[src/rtl/rtz_pkg.sv]
`timescale 1ns / 1ps
// ----------------------------------------------------------------------------
// Rotozoom texel address package
// Shared widths, register codes and the configuration bundle.
// ----------------------------------------------------------------------------
package rtz_pkg;

  localparam int ROW_W    = 7;
  localparam int COL_W    = 9;
  localparam int ADDR_W   = 16;
  localparam int CFG_W    = 16;
  localparam int APB_AW   = 4;
  localparam int APB_DW   = 32;
  localparam int ACC_W    = 24;
  localparam int ASPECT   = 307;
  localparam int STEP_SHL = 6;

  typedef enum logic [1:0] {
    REG_START_X = 2'd0,
    REG_START_Y = 2'd1,
    REG_STEP_X  = 2'd2,
    REG_STEP_Y  = 2'd3
  } reg_idx_t;

  typedef struct packed {
    logic signed [CFG_W-1:0] start_x;
    logic signed [CFG_W-1:0] start_y;
    logic signed [CFG_W-1:0] step_x;
    logic signed [CFG_W-1:0] step_y;
  } cfg_t;

endpackage

[src/rtl/rtz_addr_pipe.sv]
`timescale 1ns / 1ps
// ----------------------------------------------------------------------------
// Rotozoom address pipeline
// Four register stages: orientation and clamping, step products, row
// products with column packing, and the final packed sum.
// ----------------------------------------------------------------------------
module rtz_addr_pipe
  import rtz_pkg::*;
#(
  parameter int ROWS  = 100,
  parameter int STEPS = 160
) (
  input  logic              clk,
  input  logic              rst,
  input  cfg_t              cfg,
  input  logic              s_tvalid,
  output logic              s_tready,
  input  logic [15:0]       s_tdata,   // row[6:0], column[15:7]
  output logic              m_tvalid,
  input  logic              m_tready,
  output logic [15:0]       m_tdata,   // texel_address[15:0]
  output logic [0:0]        m_tuser    // use_rotated_texture[0]
);

  localparam int RW = $clog2(ROWS + 1);
  localparam int KW = $clog2(STEPS + 1);

  logic en;
  logic v1, v2, v3;

  // Stage 1 logic
  logic [ROW_W-1:0]        row;
  logic [COL_W-1:0]        column;
  logic [8:0]              row9, half9, r_full, k_full;
  logic [CFG_W:0]          ext_x, ext_y, mag_x, mag_y;
  logic                    rot_next;
  logic signed [ACC_W-1:0] xa24, ya24, xadd_next, yadd_next;
  logic [7:0]              xpos_next, ypos_next;

  logic [RW-1:0]           s1_r;
  logic [KW-1:0]           s1_k;
  logic signed [ACC_W-1:0] s1_xadd, s1_yadd;
  logic [7:0]              s1_xpos, s1_ypos;
  logic                    s1_rot;

  // Stage 2 logic
  logic signed [32:0]      xs_prod, ys_prod;
  logic signed [ACC_W-1:0] kx_next, ky_next;

  logic [RW-1:0]           s2_r;
  logic signed [ACC_W-1:0] s2_xs, s2_ys, s2_kx, s2_ky;
  logic [7:0]              s2_xpos, s2_ypos;
  logic                    s2_rot;

  // Stage 3 logic
  logic signed [ACC_W-1:0] rx_prod, ry_prod, neg_kx;

  logic [7:0]              s3_rx, s3_ry, s3_xpos, s3_ypos;
  logic [ADDR_W-1:0]       s3_colo;
  logic                    s3_rot;

  // Stage 4 logic
  logic [ADDR_W-1:0]       rowo;

  assign en       = !m_tvalid || m_tready;
  assign s_tready = en;

  assign row    = s_tdata[ROW_W-1:0];
  assign column = s_tdata[ROW_W+COL_W-1:ROW_W];

  always_comb begin
    row9   = {2'b00, row};
    half9  = {1'b0, column[COL_W-1:1]};
    r_full = (row9 >= 9'(ROWS)) ? 9'(ROWS) : row9 + 9'd1;
    k_full = (half9 >= 9'(STEPS)) ? 9'(STEPS) : half9 + 9'd1;

    ext_x    = {cfg.step_x[CFG_W-1], cfg.step_x};
    ext_y    = {cfg.step_y[CFG_W-1], cfg.step_y};
    mag_x    = cfg.step_x[CFG_W-1] ? (17'd0 - ext_x) : ext_x;
    mag_y    = cfg.step_y[CFG_W-1] ? (17'd0 - ext_y) : ext_y;
    rot_next = mag_x > mag_y;

    xa24 = {{2{cfg.step_x[CFG_W-1]}}, cfg.step_x, {STEP_SHL{1'b0}}};
    ya24 = {{2{cfg.step_y[CFG_W-1]}}, cfg.step_y, {STEP_SHL{1'b0}}};
    xadd_next = rot_next ? (24'sd0 - ya24) : xa24;
    yadd_next = rot_next ? xa24 : ya24;
    xpos_next = rot_next ? (8'd0 - cfg.start_y[7:0]) : cfg.start_x[7:0];
    ypos_next = rot_next ? cfg.start_x[7:0] : cfg.start_y[7:0];
  end

  always_comb begin
    xs_prod = 33'(s1_xadd) * 33'(ASPECT);
    ys_prod = 33'(s1_yadd) * 33'(ASPECT);
    kx_next = 24'(s1_xadd * $signed({1'b0, s1_k}));
    ky_next = 24'(s1_yadd * $signed({1'b0, s1_k}));
  end

  always_comb begin
    rx_prod = 24'(s2_xs * $signed({1'b0, s2_r}));
    ry_prod = 24'(s2_ys * $signed({1'b0, s2_r}));
    neg_kx  = 24'sd0 - s2_kx;
  end

  assign rowo = {s3_ypos + s3_ry, s3_xpos + s3_rx};

  always_ff @(posedge clk) begin
    if (rst) begin
      v1       <= 1'b0;
      v2       <= 1'b0;
      v3       <= 1'b0;
      m_tvalid <= 1'b0;
    end else if (en) begin
      v1       <= s_tvalid;
      v2       <= v1;
      v3       <= v2;
      m_tvalid <= v3;
    end
  end

  always_ff @(posedge clk) begin
    if (en) begin
      s1_r    <= r_full[RW-1:0];
      s1_k    <= k_full[KW-1:0];
      s1_xadd <= xadd_next;
      s1_yadd <= yadd_next;
      s1_xpos <= xpos_next;
      s1_ypos <= ypos_next;
      s1_rot  <= rot_next;

      s2_r    <= s1_r;
      s2_xs   <= xs_prod[31:8];
      s2_ys   <= ys_prod[31:8];
      s2_kx   <= kx_next;
      s2_ky   <= ky_next;
      s2_xpos <= s1_xpos;
      s2_ypos <= s1_ypos;
      s2_rot  <= s1_rot;

      s3_rx   <= rx_prod[23:16];
      s3_ry   <= ry_prod[23:16];
      s3_xpos <= s2_xpos;
      s3_ypos <= s2_ypos;
      s3_colo <= {neg_kx[23:16], s2_ky[23:16]};
      s3_rot  <= s2_rot;

      m_tdata    <= rowo + s3_colo;
      m_tuser[0] <= s3_rot;
    end
  end

`ifndef SYNTHESIS
  a_latency: assert property (@(posedge clk) disable iff (rst)
    (s_tvalid && s_tready) ##1 s_tready ##1 s_tready ##1 s_tready |=> m_tvalid)
    else $error("accepted beat did not reach the output after four free cycles");

  a_stall_holds: assert property (@(posedge clk) disable iff (rst)
    !s_tready |=> $stable({v1, v2, v3}))
    else $error("pipeline valid bits moved during a stall");

  a_row_clamp: assert property (@(posedge clk) disable iff (rst)
    v1 |-> (s1_r != '0) && ({{(9-RW){1'b0}}, s1_r} <= 9'(ROWS)))
    else $error("row step count out of range");

  a_col_clamp: assert property (@(posedge clk) disable iff (rst)
    v1 |-> (s1_k != '0) && ({{(9-KW){1'b0}}, s1_k} <= 9'(STEPS)))
    else $error("column step count out of range");
`endif

endmodule

[src/rtl/rotozoom_texel_address_unit.sv]
`timescale 1ns / 1ps
// ----------------------------------------------------------------------------
// Rotozoom texel address unit
// Configuration registers and the texel address pipeline.
// ----------------------------------------------------------------------------
// The unit takes one pixel beat per clock while the output is not stalled and
// returns its texel address through the four register stages of the
// pipeline, two of which hold the multipliers for the step and row products.
// When the output beat is not taken the whole pipeline holds, so the input
// side stalls in the same cycle. There is no start-up sweep after reset.
module rotozoom_texel_address_unit
  import rtz_pkg::*;
#(
  parameter int ROWS  = 100,
  parameter int STEPS = 160
) (
  input  logic              clk,
  input  logic              rst,
  input  logic              psel,
  input  logic              penable,
  input  logic              pwrite,
  input  logic [APB_AW-1:0] paddr,
  input  logic [APB_DW-1:0] pwdata,
  output logic [APB_DW-1:0] prdata,
  output logic              pready,
  input  logic              s_tvalid,
  output logic              s_tready,
  input  logic [15:0]       s_tdata,   // row[6:0], column[15:7]
  output logic              m_tvalid,
  input  logic              m_tready,
  output logic [15:0]       m_tdata,   // texel_address[15:0]
  output logic [0:0]        m_tuser    // use_rotated_texture[0]
);

  cfg_t     cfg;
  reg_idx_t reg_idx;
  logic     wr_en;

  assign pready  = 1'b1;
  assign reg_idx = reg_idx_t'(paddr[3:2]);
  assign wr_en   = psel && penable && pwrite && pready;

  always_ff @(posedge clk) begin
    if (rst) begin
      cfg <= '0;
    end else if (wr_en) begin
      case (reg_idx)
        REG_START_X: begin
          cfg.start_x <= pwdata[CFG_W-1:0];
        end
        REG_START_Y: begin
          cfg.start_y <= pwdata[CFG_W-1:0];
        end
        REG_STEP_X: begin
          cfg.step_x <= pwdata[CFG_W-1:0];
        end
        REG_STEP_Y: begin
          cfg.step_y <= pwdata[CFG_W-1:0];
        end
        default: begin
        end
      endcase
    end
  end

  always_comb begin
    case (reg_idx)
      REG_START_X: prdata = {16'd0, cfg.start_x};
      REG_START_Y: prdata = {16'd0, cfg.start_y};
      REG_STEP_X:  prdata = {16'd0, cfg.step_x};
      REG_STEP_Y:  prdata = {16'd0, cfg.step_y};
      default:     prdata = '0;
    endcase
  end

  rtz_addr_pipe #(
    .ROWS  (ROWS),
    .STEPS (STEPS)
  ) u_pipe (
    .clk      (clk),
    .rst      (rst),
    .cfg      (cfg),
    .s_tvalid (s_tvalid),
    .s_tready (s_tready),
    .s_tdata  (s_tdata),
    .m_tvalid (m_tvalid),
    .m_tready (m_tready),
    .m_tdata  (m_tdata),
    .m_tuser  (m_tuser)
  );

endmodule
[config.mk]
export PLATFORM = sky130hd
export DESIGN_NAME = rotozoom_texel_address_unit
export DESIGN_NICKNAME = d
export VERILOG_FILES = /design/src/rtl/rtz_pkg.sv /design/src/rtl/rtz_addr_pipe.sv /design/src/rtl/rotozoom_texel_address_unit.sv
export SDC_FILE = /design/constraint.sdc
export NUM_CORES = 2
export LEC_CHECK = 0
export BUFFER_PORTS_ARGS = -buffer_cell sky130_fd_sc_hd__buf_2
export CELL_PAD_IN_SITES_DETAIL_PLACEMENT = 1
export CELL_PAD_IN_SITES_GLOBAL_PLACEMENT = 2
export CORE_AREA = 5 5 355 392
export CTS_CLUSTER_DIAMETER = 50
export DETAILED_ROUTE_END_ITERATION = 7
export DIE_AREA = 0 0 360 397
export PLACE_DENSITY = 0.56
export SLEW_MARGIN = 30
export SYNTH_ARGS = -nofsm -noshare
export SYNTH_HDL_FRONTEND = slang
export SYNTH_SLANG_ARGS = --single-unit
[constraint.sdc]
create_clock -name clk -period 13.76 [get_ports clk]
set_input_delay 1.376 -clock clk [delete_from_list [all_inputs] [get_ports clk]]
set_output_delay 1.376 -clock clk [all_outputs]
set_load 0.005 [all_outputs]
==> metrics.md <==
| Metric | Value |
|---|---|
| Die area | `143000 sq um` |
| Logic pwr share | `0.494` |
| DRT Wirelength | `89200 um` |
| Clock Latency Late Sink | `660 ps` |
| Number of port buffers | `74` |
| Detailed-route wire length per cell | `17.1 um` |
| Core area | `135000 sq um` |
| Synthesized area per cell | `just over 10 sq um` |
| Starting Density | `0.248` |
| Root Buffer | `clkbuf_16` |
| Hold Vio Cnt, Final | `0` |
| Die Y | `397 um` |
| Seq cells post-synth | `297` |
| Residual DRC | `0` |
| Switch Pwr | `2280 uW` |
| Leak pwr | `0.0183 uW` |
| Fin nets | `~4200` |
| Clock share of power | `0.248` |
| Worst Clk Skew | `~59 ps` |
| Post-CTS sizing | `0` |
| Vias/cell | `4.29` |
| Starting DRT DRC Count | `656` |
| Clk slew on worst S/H paths | `60 ps` |
| Largest net degree at the start of global routing | `about 130` |
| Finished Core Util | `0.280` |
| Max Cap Violations | `0` |
| Worst-margin pin slew | `956 ps` |
| First-pass GRT wire length | `145000 um` |
| Sw Ratio | `0.414` |
| Fmax | `0.166 GHz` |
| Clk sink count | `297` |
| Total negative slack | `0 ps` |
| Fin worst setup slack | `7720 ps` |
| Final setup viols | `0` |
| CP max FO | `13` |
| Vias | `22356` |
| Fin. max-slew vios | `0` |
| CTS Buf Count | `54` |
| CTS H-Tree Depth | `2` |
| Post-synth ARST share | `0` |
| Worst Path Required | `14100 ps` |
| Share of cells above drive strength 1 | `0.0823` |
| Hold bufs inserted after CTS | `0` |
| Synth Flop Type | `edfxtp_1` |
| GRT Overall Usage | `0.128` |
| Placed Cells | `5115` |
| RSZ-0062 raised after global routing | `no` |
| Overflow after GRT | `0` |
| Pwr dens | `146 nW/um^2` |
| Reg power frac | `0.258` |
| Setup Crit Path Kind | `flop to flop` |
| Post-layout min period | `6040 ps` |
| Vias in the first global route | `25272` |
| Synthesized instance count | `3312` |
| Gpl congestion | `0.729` |
| WP data arrival | `about 6400 ps` |
| Die width | `360 um` |
| Share of the clock period used by the worst path after layout | `0.439` |
| Max transition margin | `0.363` |
| R2r setup slk | `between 7000 and 8000 ps` |
| Post-synthesis sequential area ratio | `0.246` |
| Synth Cell Area | `33400 sq um` |
| CTS max path bufs | `3` |
| Filler cells | `15470` |
| CP Capture Type | `flop` |
| CTS tree | `yes` |
| Synth warn | `0` |
| Post-synth cell types | `a little under 70` |
| Non-filler instance count after layout | `approximately 5200` |
| Area delta synth->final | `12.9%` |
| DP HPWL | `a little under 70000 um` |
| Initial antenna violation count | `4` |
| CP Launch Type | `flop` |
| Commonest non-fill, non-tap cell in the layout | `inv_1` |
| Place WS | `7710 ps` |
| Pre-antenna DRT Iters | `5` |
| Most frequent cells in the layout | `581 x inv_1, 419 x fa_1, 372 x and2_1` |
| Int Power | `3230 uW` |
| Number of flops mapped to enable cells by yosys | `229` |
| Ports | `111` |
| DRT antenna net count | `0` |
| Worst hold path class | `flop to flop` |
| # Post-CTS Setup Buffers | `0` |
| Final hold slack | `378 ps` |
| Status | `finished clean` |
| VDD IR max | `0.000105 V` |
| Core Rows | `142` |
cell usage after synthesis, drive strengths merged, types with 8 or more instances:
master	n	area, sq um
inv	581	2180
fa	419	8390
and2	372	2330
ha	360	4500
nand2	319	1200
edfxtp	229	6880
xnor2	150	1310
a21oi	144	721
clkbuf	90	339
nor2	85	319
dfxtp	68	1360
xor2	62	543
mux2	43	484
nor3	39	206
o21ai	38	194
buf	29	183
a21o	27	203
nand3	26	130
o21a	21	158
o21bai	19	143
nand2b	18	113
or3	18	123
mux4	16	364
and3	15	93.8
a211oi	12	90.1
mux2i	12	120
nor2b	11	68.8
o31ai	10	75.1
nor4	9	56.3
o211ai	9	67.6
nand4	8	50.1
metal layers:
layer / track usage / wire length [um]
met3: 0.0130 / 1660
met1: 0.167 / 41100
met4: 0.0268 / 1610
met2: 0.232 / 44800
met5: 0 / 0
sequential cells by signal (all words and copies together) (netlist names), 16 cells and up:
signal and flops:
cfg 64, u_pipe.m_tdata 16, u_pipe.s1_xadd 17, u_pipe.s1_yadd 16, u_pipe.s2_kx 18, u_pipe.s2_xs 24
u_pipe.s2_ys 24, u_pipe.s3_colo 16
path summary, 6_finish.rpt:
kind / to / startpoint / cells past startpoint
max reg2reg: u_pipe.s2_ky[23]$_DFFE_PP_ / u_pipe.s1_yadd[11]$_DFFE_PP_ / 18
max: u_pipe.s2_ky[23]$_DFFE_PP_ / u_pipe.s1_yadd[11]$_DFFE_PP_ / 18
min reg2reg: u_pipe.s3_colo[5]$_DFFE_PP_ / u_pipe.s2_ky[21]$_DFFE_PP_ / 0
min: u_pipe.s3_colo[5]$_DFFE_PP_ / u_pipe.s2_ky[21]$_DFFE_PP_ / 0
cells by family after synthesis:
family                   after synthesis  synth area share
AND/OR/NAND/NOR                      937             0.144
adder cells (fa/ha/maj)              779             0.386
buffers and inverters                700            0.0808
AO/OA/AOI/OAI                        314            0.0583
flip-flops                           297             0.246
XOR/XNOR                             212            0.0555
multiplexers                          71            0.0290
other                                  2          0.000225
worst max-delay path, stage by stage (launching register included):
cell,delay (ps)
edfxtp_1,800
nand2_1,170
fa_1,550
inv_1,50
fa_1,500
inv_1,50
fa_1,480
fa_1,550
inv_1,40
ha_1,290
a2111oi_0,510
o41ai_1,200
o211ai_1,250
a21oi_1,150
o21a_1,240
o31a_1,270
or3_1,320
a31oi_1,200
xnor2_1,90
per-stage QoR:
stage	cell area [sq um]	power [uW]
2_1_floorplan	33500	3350
6_report	37800	5510
4_1_cts	37800	5690
3_5_place_dp	35900	4250
3_3_place_gp	35900	4240
5_1_grt	37800	6070
power by group through the flow:
stage	sequential (uW)	combinational (uW)	clock (uW)
2_1_floorplan	1330	2020	0
3_3_place_gp	1450	2790	0
3_5_place_dp	1450	2800	0
4_1_cts	1430	2840	1420
5_1_grt	1440	3170	1460
6_report	1420	2720	1370
layout make-up:
type                       instances  area [sq um]  area share
sequential                       297          8240       0.218
clock buffer                      56          1360      0.0360
inverter                         581          2180      0.0577
tap                             1800          2250      0.0596
clock inverter                    44           527      0.0139
antenna                            1          2.50   0.0000663
multi-input combinational       2331         22600       0.598
timing repair buffer             106           623      0.0165
(Power assumes the default switching activity.)
